`config.mk`:
```
export PLATFORM = sky130hd
export DESIGN_NAME = lru_key_value_cache
export DESIGN_NICKNAME = d
export VERILOG_FILES = /design/src/rtl/core/lkvc_pkg.sv /design/src/rtl/core/lru_key_value_cache.sv /design/src/rtl/core/lkvc_ram.sv
export SDC_FILE = /design/constraint.sdc
export NUM_CORES = 1
export LEC_CHECK = 0
export BUFFER_PORTS_ARGS = -buffer_cell sky130_fd_sc_hd__clkbuf_2
export CAP_MARGIN = 15
export CORE_MARGIN = 2
export CORE_UTILIZATION = 47
export DETAILED_ROUTE_END_ITERATION = 6
export SLEW_MARGIN = 10
export SYNTH_ARGS = -nofsm -noshare
export SYNTH_HDL_FRONTEND = slang
export SYNTH_SLANG_ARGS = --single-unit
```
`constraint.sdc`:
```
create_clock -name clk -period 7.9 [get_ports clk]
set_input_delay 1.58 -clock clk [delete_from_list [all_inputs] [get_ports clk]]
set_output_delay 1.58 -clock clk [all_outputs]
set_load 0.01 [all_outputs]
```
`src/rtl/core/lkvc_pkg.sv`:
```
// lkvc_pkg: shared constants and request/response types for the LRU key-value cache.
`timescale 1ns / 1ps
package lkvc_pkg;

	localparam int ENTRIES = 16;
	localparam int IDX_W   = (ENTRIES > 1) ? $clog2(ENTRIES) : 1;
	localparam int AGE_W   = IDX_W;
	localparam int CNT_W   = $clog2(ENTRIES + 1);
	localparam int CAP_W   = 5;
	localparam int DATA_W  = 32;

	localparam logic [CAP_W-1:0]        CAP_RESET  = 5'd16;
	localparam logic signed [DATA_W-1:0] MISS_VALUE = -32'sd1;

	localparam logic OP_GET = 1'b0;
	localparam logic OP_PUT = 1'b1;

	typedef struct packed {
		logic                     opcode;
		logic signed [DATA_W-1:0] key;
		logic signed [DATA_W-1:0] value;
	} req_t;

	typedef struct packed {
		logic                     hit;
		logic signed [DATA_W-1:0] read_value;
	} rsp_t;

	typedef struct packed {
		logic signed [DATA_W-1:0] key;
		logic signed [DATA_W-1:0] value;
		logic [AGE_W-1:0]         age;
	} entry_t;

endpackage

```
`src/rtl/core/lru_key_value_cache.sv`:
```
// lru_key_value_cache: fully associative key-value store with LRU replacement.
//
// Usage:
//   A request (opcode get/put, key, value) enters on req/req_valid and is taken
//   when req_valid is high and req_stall is low. Each request gives exactly one
//   response on rsp/rsp_valid, taken when rsp_valid is high and rsp_stall is low.
//   Entries live in one RAM word each (key, value, recency rank). A request
//   sweeps the RAM once to search keys and find the victim or a free slot,
//   then, unless it is a get miss, sweeps again to write back recency ranks
//   and the new entry; these RAM port sweeps set how long a request takes.
//   One request is in flight at a time; a new one is taken while the previous
//   response still sits in the output register.
//   Capacity is written through capacity_we/capacity_wdata; the user must
//   write it only while idle, as the block itself does not enforce this.
//   It is clamped to 1..ENTRIES. Reset empties the store (valid bits and live
//   count cleared, capacity back to 16). A stalled receiver holds the
//   response; the block finishes the next request and then waits for the
//   output register.
`timescale 1ns / 1ps
module lru_key_value_cache (
	input  logic                      clk,
	input  logic                      arst_n,
	input  logic                      req_valid,
	output logic                      req_stall,
	input  lkvc_pkg::req_t            req,
	output logic                      rsp_valid,
	input  logic                      rsp_stall,
	output lkvc_pkg::rsp_t            rsp,
	input  logic                      capacity_we,
	input  logic [lkvc_pkg::CAP_W-1:0] capacity_wdata
);
	import lkvc_pkg::*;

	typedef enum logic [3:0] {
		S_IDLE   = 4'b0001,
		S_SCAN   = 4'b0010,
		S_UPDATE = 4'b0100,
		S_DONE   = 4'b1000
	} state_t;

	state_t state_q;

	logic [CAP_W-1:0]   capacity_q;
	logic [ENTRIES-1:0] valid_q;
	logic [CNT_W-1:0]   live_q;
	logic [CNT_W-1:0]   cap_eff;
	req_t               req_q;

	logic [CNT_W-1:0] cnt_q;
	logic             v_s1;
	logic [IDX_W-1:0] idx_s1;

	// scan results
	logic                     hit_q, hit_n;
	logic [IDX_W-1:0]         hit_idx_q, hit_idx_n;
	logic [AGE_W-1:0]         hit_age_q, hit_age_n;
	logic signed [DATA_W-1:0] hit_val_q, hit_val_n;
	logic                     vic_any_q, vic_any_n;
	logic [IDX_W-1:0]         vic_idx_q, vic_idx_n;
	logic [AGE_W-1:0]         vic_age_q, vic_age_n;
	logic                     free_any_q, free_any_n;
	logic [IDX_W-1:0]         free_idx_q, free_idx_n;

	// update target
	logic [IDX_W-1:0]         tgt_idx_q;
	logic                     tgt_wv_q;
	logic [AGE_W-1:0]         tgt_age_q;
	logic signed [DATA_W-1:0] tgt_val_q;

	rsp_t rsp_pend_q;
	rsp_t rsp_q;
	logic rsp_valid_q;

	logic       ram_re;
	logic       ram_we;
	entry_t     ram_rdata;
	entry_t     ram_wdata;
	logic       entry_v;
	logic       last_s1;
	logic       req_take;
	logic       rsp_free;

	lkvc_ram #(
		.WIDTH($bits(entry_t)),
		.DEPTH(ENTRIES)
	) u_ram (
		.clk   (clk),
		.we    (ram_we),
		.waddr (idx_s1),
		.wdata (ram_wdata),
		.re    (ram_re),
		.raddr (cnt_q[IDX_W-1:0]),
		.rdata (ram_rdata)
	);

	always_comb begin
		if (capacity_q == '0) begin
			cap_eff = CNT_W'(1);
		end else if (32'(capacity_q) > ENTRIES) begin
			cap_eff = CNT_W'(ENTRIES);
		end else begin
			cap_eff = CNT_W'(capacity_q);
		end
	end

	assign req_stall = (state_q != S_IDLE);
	assign req_take  = req_valid && !req_stall;
	assign rsp_free  = !rsp_valid_q || !rsp_stall;
	assign rsp_valid = rsp_valid_q;
	assign rsp       = rsp_q;

	assign ram_re  = ((state_q == S_SCAN) || (state_q == S_UPDATE)) &&
		(cnt_q < CNT_W'(ENTRIES));
	assign ram_we  = v_s1 && (state_q == S_UPDATE);
	assign entry_v = valid_q[idx_s1];
	assign last_s1 = v_s1 && (idx_s1 == IDX_W'(ENTRIES - 1));

	// search: first key match, oldest valid entry (lowest index on ties), first free slot
	always_comb begin
		hit_n      = hit_q;
		hit_idx_n  = hit_idx_q;
		hit_age_n  = hit_age_q;
		hit_val_n  = hit_val_q;
		vic_any_n  = vic_any_q;
		vic_idx_n  = vic_idx_q;
		vic_age_n  = vic_age_q;
		free_any_n = free_any_q;
		free_idx_n = free_idx_q;
		// a new request clears the search flags
		if (req_take) begin
			hit_n      = 1'b0;
			vic_any_n  = 1'b0;
			free_any_n = 1'b0;
		end
		if (v_s1 && (state_q == S_SCAN)) begin
			if (entry_v && (ram_rdata.key == req_q.key) && !hit_q) begin
				hit_n     = 1'b1;
				hit_idx_n = idx_s1;
				hit_age_n = ram_rdata.age;
				hit_val_n = ram_rdata.value;
			end
			if (entry_v && (!vic_any_q || (ram_rdata.age > vic_age_q))) begin
				vic_any_n = 1'b1;
				vic_idx_n = idx_s1;
				vic_age_n = ram_rdata.age;
			end
			if (!entry_v && !free_any_q) begin
				free_any_n = 1'b1;
				free_idx_n = idx_s1;
			end
		end
	end

	// write-back word: target takes the new entry at rank 0, younger entries age by one
	always_comb begin
		ram_wdata = ram_rdata;
		if (idx_s1 == tgt_idx_q) begin
			ram_wdata.key   = req_q.key;
			ram_wdata.value = tgt_val_q;
			ram_wdata.age   = '0;
		end else if (entry_v && (!tgt_wv_q || (ram_rdata.age < tgt_age_q))) begin
			ram_wdata.age = ram_rdata.age + AGE_W'(1);
		end
	end

	always_ff @(posedge clk or negedge arst_n) begin
		if (!arst_n) begin
			state_q     <= S_IDLE;
			capacity_q  <= CAP_RESET;
			valid_q     <= '0;
			live_q      <= '0;
			cnt_q       <= '0;
			v_s1        <= 1'b0;
			rsp_valid_q <= 1'b0;
			hit_q       <= 1'b0;
			vic_any_q   <= 1'b0;
			free_any_q  <= 1'b0;
		end else begin
			if (capacity_we) begin
				capacity_q <= capacity_wdata;
			end

			v_s1 <= ram_re;
			if (ram_re) begin
				cnt_q <= cnt_q + CNT_W'(1);
			end

			hit_q      <= hit_n;
			vic_any_q  <= vic_any_n;
			free_any_q <= free_any_n;

			if ((state_q == S_DONE) && rsp_free) begin
				rsp_valid_q <= 1'b1;
			end else if (!rsp_stall) begin
				rsp_valid_q <= 1'b0;
			end

			case (state_q)
				S_IDLE: begin
					if (req_take) begin
						cnt_q   <= '0;
						state_q <= S_SCAN;
					end
				end
				S_SCAN: begin
					if (last_s1) begin
						cnt_q <= '0;
						if (hit_n) begin
							tgt_idx_q <= hit_idx_n;
							tgt_wv_q  <= 1'b1;
							tgt_age_q <= hit_age_n;
							tgt_val_q <= (req_q.opcode == OP_PUT) ? req_q.value : hit_val_n;
							rsp_pend_q.hit        <= 1'b1;
							rsp_pend_q.read_value <=
								(req_q.opcode == OP_PUT) ? req_q.value : hit_val_n;
							state_q <= S_UPDATE;
						end else if (req_q.opcode == OP_GET) begin
							rsp_pend_q.hit        <= 1'b0;
							rsp_pend_q.read_value <= MISS_VALUE;
							state_q <= S_DONE;
						end else begin
							rsp_pend_q.hit        <= 1'b0;
							rsp_pend_q.read_value <= req_q.value;
							tgt_val_q <= req_q.value;
							if (live_q >= cap_eff) begin
								tgt_idx_q <= vic_idx_n;
								tgt_wv_q  <= vic_any_n;
								tgt_age_q <= vic_age_n;
								valid_q[vic_idx_n] <= 1'b1;
								if (!vic_any_n) begin
									live_q <= CNT_W'(1);
								end
							end else begin
								tgt_idx_q <= free_idx_n;
								tgt_wv_q  <= 1'b0;
								tgt_age_q <= '0;
								valid_q[free_idx_n] <= 1'b1;
								live_q <= live_q + CNT_W'(1);
							end
							state_q <= S_UPDATE;
						end
					end
				end
				S_UPDATE: begin
					if (last_s1) begin
						state_q <= S_DONE;
					end
				end
				S_DONE: begin
					if (rsp_free) begin
						rsp_q   <= rsp_pend_q;
						state_q <= S_IDLE;
					end
				end
				default: begin
					state_q <= S_IDLE;
				end
			endcase
		end
	end

	always_ff @(posedge clk) begin
		idx_s1 <= cnt_q[IDX_W-1:0];
		if (state_q == S_IDLE && req_take) begin
			req_q <= req;
		end
		hit_idx_q  <= hit_idx_n;
		hit_age_q  <= hit_age_n;
		hit_val_q  <= hit_val_n;
		vic_idx_q  <= vic_idx_n;
		vic_age_q  <= vic_age_n;
		free_idx_q <= free_idx_n;
	end

	// live count always tracks the number of valid entries
	a_live_matches_valid: assert property (@(posedge clk) disable iff (!arst_n)
		$countones(valid_q) == int'(live_q))
		else $error("live count differs from number of valid entries");

	a_live_bounded: assert property (@(posedge clk) disable iff (!arst_n)
		int'(live_q) <= ENTRIES)
		else $error("live count above entry count");

	// RAM is written only during the write-back sweep
	a_write_in_update: assert property (@(posedge clk) disable iff (!arst_n)
		ram_we |-> (state_q == S_UPDATE))
		else $error("RAM write outside update sweep");

	// a taken request always starts a search
	a_take_starts_scan: assert property (@(posedge clk) disable iff (!arst_n)
		req_take |=> (state_q == S_SCAN) && (cnt_q == '0))
		else $error("accepted request did not start a scan");

endmodule

```
`src/rtl/core/lkvc_ram.sv`:
```
// lkvc_ram: generic single-write, single-read RAM with registered read data.
`timescale 1ns / 1ps
module lkvc_ram #(
	parameter int WIDTH = 8,
	parameter int DEPTH = 16,
	parameter int AW    = (DEPTH > 1) ? $clog2(DEPTH) : 1
) (
	input  logic             clk,
	input  logic             we,
	input  logic [AW-1:0]    waddr,
	input  logic [WIDTH-1:0] wdata,
	input  logic             re,
	input  logic [AW-1:0]    raddr,
	output logic [WIDTH-1:0] rdata
);

	logic [WIDTH-1:0] mem [DEPTH];

	always_ff @(posedge clk) begin
		if (we) begin
			mem[waddr] <= wdata;
		end
		if (re) begin
			rdata <= mem[raddr];
		end
	end

endmodule

```
; ---- Word-level counts from Yosys, hierarchy flattened
; Memory sizes are Yosys's and may differ from the RTL's. A register that Yosys moved wholly into a read port is not among the register bits.
; Cells that the tools add are included.
[classes]
order_cmp = 10
n_eq_ne = 14
mux = 63
n_addsub = 3
bitwise_logic = 3
reduce_logical = 34
[ops]
columns = op, n
row1 = 32-bit 2-to-1 mux, 7
row2 = 4-bit 2-to-1 mux, 24
row3 = 64-bit 2-to-1 mux, 1
row4 = 5-bit 2-to-1 mux, 7
row5 = 32-bit == test, 1
row6 = 16-bit bitwise OR, 2
row7 = 1-bit 2-to-1 mux, 18
row8 = 16-bit 2-to-1 mux, 1
row9 = 4-bit case mux with 4 select lines, 1
row10 = 4-bit by 5-bit less-than comparator with 1-bit output (second input constant), 3
row11 = 1-bit logical AND, 14
row12 = 4-bit AND reduction, 3
row13 = 5-bit by 1-bit adder with 5-bit output (second input constant), 2
row14 = 2-bit != test (second input constant), 5
row15 = 5-bit case mux with 2 select lines, 1
row16 = 1-bit demux with 4-bit select, 2
row17 = 4-bit == test (second input constant), 2
row18 = 4-bit by 1-bit >= comparator with 1-bit output (second input constant), 2
row19 = 1-bit zero test, 8
row20 = 3-bit AND reduction, 2
row21 = 5-bit >= comparator, 1
row22 = 5-bit > comparator (second input constant), 1
row23 = 5-bit zero test, 1
row24 = 5-bit less-than comparator (second input constant), 1
row25 = 14 further kinds, 17
[totals]
wordCells = 156
in_bits = 75
n_memories = 1
ramBits = 1088
output_inout_bits = 35
ff_bits = 268
[mem_list]
columns = name, words, width, rd, rd_ports_with_merged_regs, write_ports, line
row1 = u_ram.mem, 16, 68, 1, 1, 1, lkvc_ram.sv:17  ; logic [WIDTH-1:0] mem [DEPTH];

; ---- Longest topological paths before layout
[logic_depth]
depth_word = 12
depth_mapped = 12

; ---- Hierarchy
; From an unflattened synthesis, not the netlist that was laid out.
[hier_totals]
hier_cells = 2627
area_unflattened_um2 = 54389.7
[by_module_without_submodules]
columns = mod, n_inst, cells_per_inst, area_each_um2
row1 = lkvc_ram, 1, 1750, 42659.7
row2 = lru_key_value_cache, 1, 877, 11730.0

; ---- Least setup slack after synthesis
; Ideal clock, no wire load.
[synth_timing]
path_type = register to register
start = reg state_q[2]
end = reg cnt_q[3]
path_slack_ns = -0.587
arrival_ns = 8.415
synth_period_minus_slack_ns = 8.487
required_time_ns = 7.828
stages_incl_launch_ff = 6
cell_sequence = dfrtp_1 -> xnor2_1 -> nor4_1 -> nand4_1 -> xor2_1 -> nor2_1
[synth_between]
elab_chain_len = 6
elab_cells_between_ends = 12
[synth_rtl]
columns = element, line
row1 = start: declaration, lru_key_value_cache.sv:41  ; state_t state_q;
row2 = start signal: assignment, lru_key_value_cache.sv:168  ; state_q <= S_IDLE;
row3 = start signal: assignment, lru_key_value_cache.sv:202  ; state_q <= S_SCAN;
row4 = start signal: assignment, lru_key_value_cache.sv:216  ; state_q <= S_UPDATE;
row5 = 4-bit by 2-bit == test with 1-bit output or 4-bit by 3-bit == test with 1-bit output (tied branches), lru_key_value_cache.sv:112  ; assign ram_re = ((state_q == S_SCAN) || (state_q == S_UPDATE)) &&
row6 = 1-bit logical OR (*), lru_key_value_cache.sv:112
row7 = 1-bit logical AND (*), lru_key_value_cache.sv:112
row8 = via ram_re, lru_key_value_cache.sv:74  ; logic ram_re;
row9 = 5-bit 2-to-1 mux (*), lru_key_value_cache.sv:184  ; if (ram_re) begin
row10 = 5-bit 2-to-1 mux (on tied branches), "lru_key_value_cache.sv:206, lru_key_value_cache.sv:200"
row11 = 5-bit case mux with 2 select lines (*), lru_key_value_cache.sv:198  ; case (state_q)
row12 = end signal: assignment, lru_key_value_cache.sv:185  ; cnt_q <= cnt_q + CNT_W'(1);
row13 = end: declaration, lru_key_value_cache.sv:49  ; logic [CNT_W-1:0] cnt_q;
; The timed path passes the listed nets; every way through them passes the cells marked *.
; A chain may end at the register's enable or synchronous reset.

; ---- Worst setup path after layout
[layout_timing]
start = reg idx_s1[0]
end = reg tgt_age_q[2] (enable)
[layout_between]
elab_chain_len = 8
elab_cells_between_ends = 10
[layout_rtl]
columns = element, line
row1 = start: declaration, lru_key_value_cache.sv:51  ; logic [IDX_W-1:0] idx_s1;
row2 = start signal: assignment, lru_key_value_cache.sv:263  ; idx_s1 <= cnt_q[IDX_W-1:0];
row3 = 1-bit binary-select mux with 4-bit select, lru_key_value_cache.sv:115  ; assign entry_v = valid_q[idx_s1];
row4 = 1-bit 2-to-1 mux (implied by the code), lru_key_value_cache.sv:115
row5 = 1-bit logical AND (2 in series), lru_key_value_cache.sv:136  ; if (entry_v && (ram_rdata.key == req_q.key) && !hit_q) begin
row6 = 1-bit 2-to-1 mux, lru_key_value_cache.sv:136
row7 = 1-bit 2-to-1 mux, lru_key_value_cache.sv:135  ; if (v_s1 && (state_q == S_SCAN)) begin
row8 = 2-bit nonzero test (no source line), -
row9 = 4-bit AND reduction (no source line) (*), -
row10 = end signal: assignment, lru_key_value_cache.sv:211  ; tgt_age_q <= hit_age_n;
row11 = end signal: assignment, lru_key_value_cache.sv:228  ; tgt_age_q <= vic_age_n;
row12 = end: declaration, lru_key_value_cache.sv:67  ; logic [AGE_W-1:0] tgt_age_q;
; Mark *: on every way between the ends. The rest lies on a longest branch, timed or not. The select of a mux whose other input is x is not followed.

==> flow_summary.json <==
{
  "status": "completed",
  "hpwl_um": 62500,
  "ys_warn_count": 0,
  "cts_buffers": 147,
  "irDropWorstVdd_uv": 239,
  "slew_viol_final": 0,
  "r2r_cells": 8,
  "final_antenna_net_count": 0,
  "clk_pin_slew_ns": 0.06,
  "syn_inst": 2509,
  "ys_seq_area_frac": 0.768,
  "n_fill_cell": 8868,
  "grt_util_all_layers": 0.209,
  "drt_iter0_drc": 2667,
  "grt_start_max_net_pins": 164,
  "synth_nets": 2599,
  "holdBufCountCts": 0,
  "yosys.area.top_type": "edfxtp_1",
  "grt_pass1_vias": 27100,
  "cap_violations": 0,
  "synthDistinctLibCells": 66,
  "diodes": 0,
  "root_buffer": "clkbuf_16",
  "worst-slew-pin-transition_ns": 1.19,
  "start_util": 0.473,
  "wire_per_inst_um": 28.4,
  "cts_tree": "built",
  "layout.cells.non_filler": 4340,
  "r2r-end": "tgt_age_q[2]",
  "required_ns": 8.28,
  "ys_ff_latch": 1424,
  "synth_edf_count": 1328,
  "syn_to_final_growth_pct": 13.4,
  "post-route-drc-count": 0,
  "end_kind": "flop",
  "fp-row-count": 125,
  "vias_per_cell": 5.87,
  "fin_nets": 2783,
  "cts_sinks": 1424,
  "worstPathMaxFanout": 23,
  "insertion_delay_ns": 0.76,
  "syn_area_mm2": 0.0547,
  "gp_congestion": 0.806,
  "path_class": "flop to flop",
  "reg2reg_slack_ns": 3.68,
  "clock.fmax_mhz": 237,
  "synth.avg_cell_area_um2": 21.8,
  "p_leak_nw": 19.8,
  "crit_path_start": "idx_s1[0]",
  "synth_area_leaders": "edfxtp_1, mux4_2, dfxtp_1, dfrtp_1, mux2_2",
  "globalRoute.totalOverflow": 0,
  "powerDensity_mw_per_mm2": 307,
  "portBuffers": 109,
  "seqCellArea_mm2": 0.0420,
  "synth_top_area_frac": 0.729,
  "setup_viol": 0,
  "synthTopCellsByCount": "edfxtp_1, mux4_2, mux2_2",
  "hold_path_end": "rsp[6]",
  "grt_pass1_wl_um": 181000,
  "synthArstFlopShare": 0.0281,
  "cp-start-kind": "flop",
  "slew_headroom": 0.204,
  "die_h_um": 345,
  "firstDrtPassIters": 6,
  "place_inst": 4068,
  "drive_above_1_share": 0.311,
  "synth-main-ff-cell": "edfxtp_1",
  "die_area_mm2": 0.119,
  "clockBufferDepth": 3,
  "finClkSkew_ns": 0.0295,
  "h-tree-depth": 4,
  "multi_input_area_mm2": 0.0122,
  "num_io_pins": 110,
  "hold_class": "flop to flop",
  "final_hold_viol_count": 0,
  "postCtsSetupRepairBufs": 0,
  "core_area_mm2": 0.116,
  "rsz0062_at_grt": "no",
  "wirelength_um": 123000,
  "cts.repair.resized": 0,
  "vias": 25500,
  "min-delay-start": "rsp_pend_q[6]",
  "fin_tns_setup_ns": 0,
  "yosysMostFrequentCell": "edfxtp_1",
  "r2r-start": "idx_s1[0]",
  "min_path_cells": 0,
  "die_x_um": 345,
  "antenna_found_initial": 4,
  "fin_crit_ns": 4.22,
  "period_share": 0.534,
  "arrival_ns": 4.60
}
[worst max-delay path by stage]
stage / cells past startpoint / slack [ns] / endpoint
floorplan: 5 / 2.57 / cnt_q[3]
global placement: 5 / 2.99 / tgt_age_q[2]
detailed placement: 5 / 2.90 / tgt_age_q[0]
CTS: 8 / 3.68 / tgt_age_q[2]
global route: 8 / 3.52 / tgt_age_q[2]
finish: 8 / 3.68 / tgt_age_q[2]
[layer usage]
metal  up-vias  GRT usage  routed length (um)
met5         -          0                  13
met2       852      0.353               62700
li1      10800          -                   -
met3       215     0.0367                6930
met4         2     0.0656                3210
met1     13600      0.278               50500
[worst max-delay path: stages (launching register included)]
cell	delay [ns]
dfxtp_1	0.88
mux2i_1	0.20
a22oi_1	0.36
nand3b_1	0.34
a2111oi_4	0.44
buf_4	0.29
nor3_1	0.14
nor2b_4	0.60
buf_4	0.50
[registers in the layout, indices dropped and copies added, names as in the netlist, 16 cells and up]
name         cells
u_ram.rdata     68
valid_q         16
rsp_pend_q      33
u_ram.mem     1088
hit_val_q       32
tgt_val_q       32
req_q           65
rsp             33
[power by group]
part           switching, mW  internal (mW)  total [mW]
logic                   1.65           1.32        2.97
registers              0.246           9.05        9.30
clock network           2.84           3.91        6.75
[stage by stage]
| stage | area (um^2) | total power, mW | utilization | setup WS, ns | hold WS (ns) |
|---|---|---|---|---|---|
| floorplan | 54700 | 11.6 | - | 2.57 | 0.345 |
| global placement | 57300 | 12.4 | 0.495 | 2.99 | 0.401 |
| detailed placement | 57300 | 12.5 | 0.495 | 2.90 | 0.405 |
| CTS | 62000 | 19.2 | 0.536 | 3.68 | 0.415 |
| global route | 62000 | 19.7 | 0.536 | 3.52 | 0.423 |
| finish | 62000 | 19.0 | 0.536 | 3.68 | 0.413 |
[layout make-up]
cell class,count,share of cell area
repair buffers,151,0.0163
multi-input cells,920,0.197
clock buffers,192,0.0645
well taps,1524,0.0307
inverters,49,0.00299
flip-flops and latches,1424,0.677
clock inverters,80,0.0114
[kinds of logic after synthesis]
family	count (synthesis)	synth area share
mux	479	0.170
simple gates	228	0.0219
xor+xnor	43	0.00689
flops	1424	0.768
compound gates	155	0.0173
fa+ha+maj	15	0.00343
buf+inv	165	0.0123
[cells in the final DEF (no fill, tap or decap), types with 9 or more instances in the layout]
cell type  count
mux2i_1       19
ha_1          15
edfxtp_1    1328
nor2_4        15
a31oi_1       10
a21oi_1       74
dfrtp_1       34
nor2_2        28
nor4_1        16
xor2_1        40
mux2_4        29
buf_4         30
inv_1         47
and2_1        10
nor2_1        39
mux4_2       340
clkbuf_2     109
clkinv_2      26
mux2_2        83
clkbuf_1      33
nand3_1       19
bufinv_16     10
clkbuf_8       9
buf_12        12
o21ai_1       20
dfxtp_1       56
clkbuf_16    150
nand2_1       43
clkinv_1      29
Power figures use the tool's default switching activity.
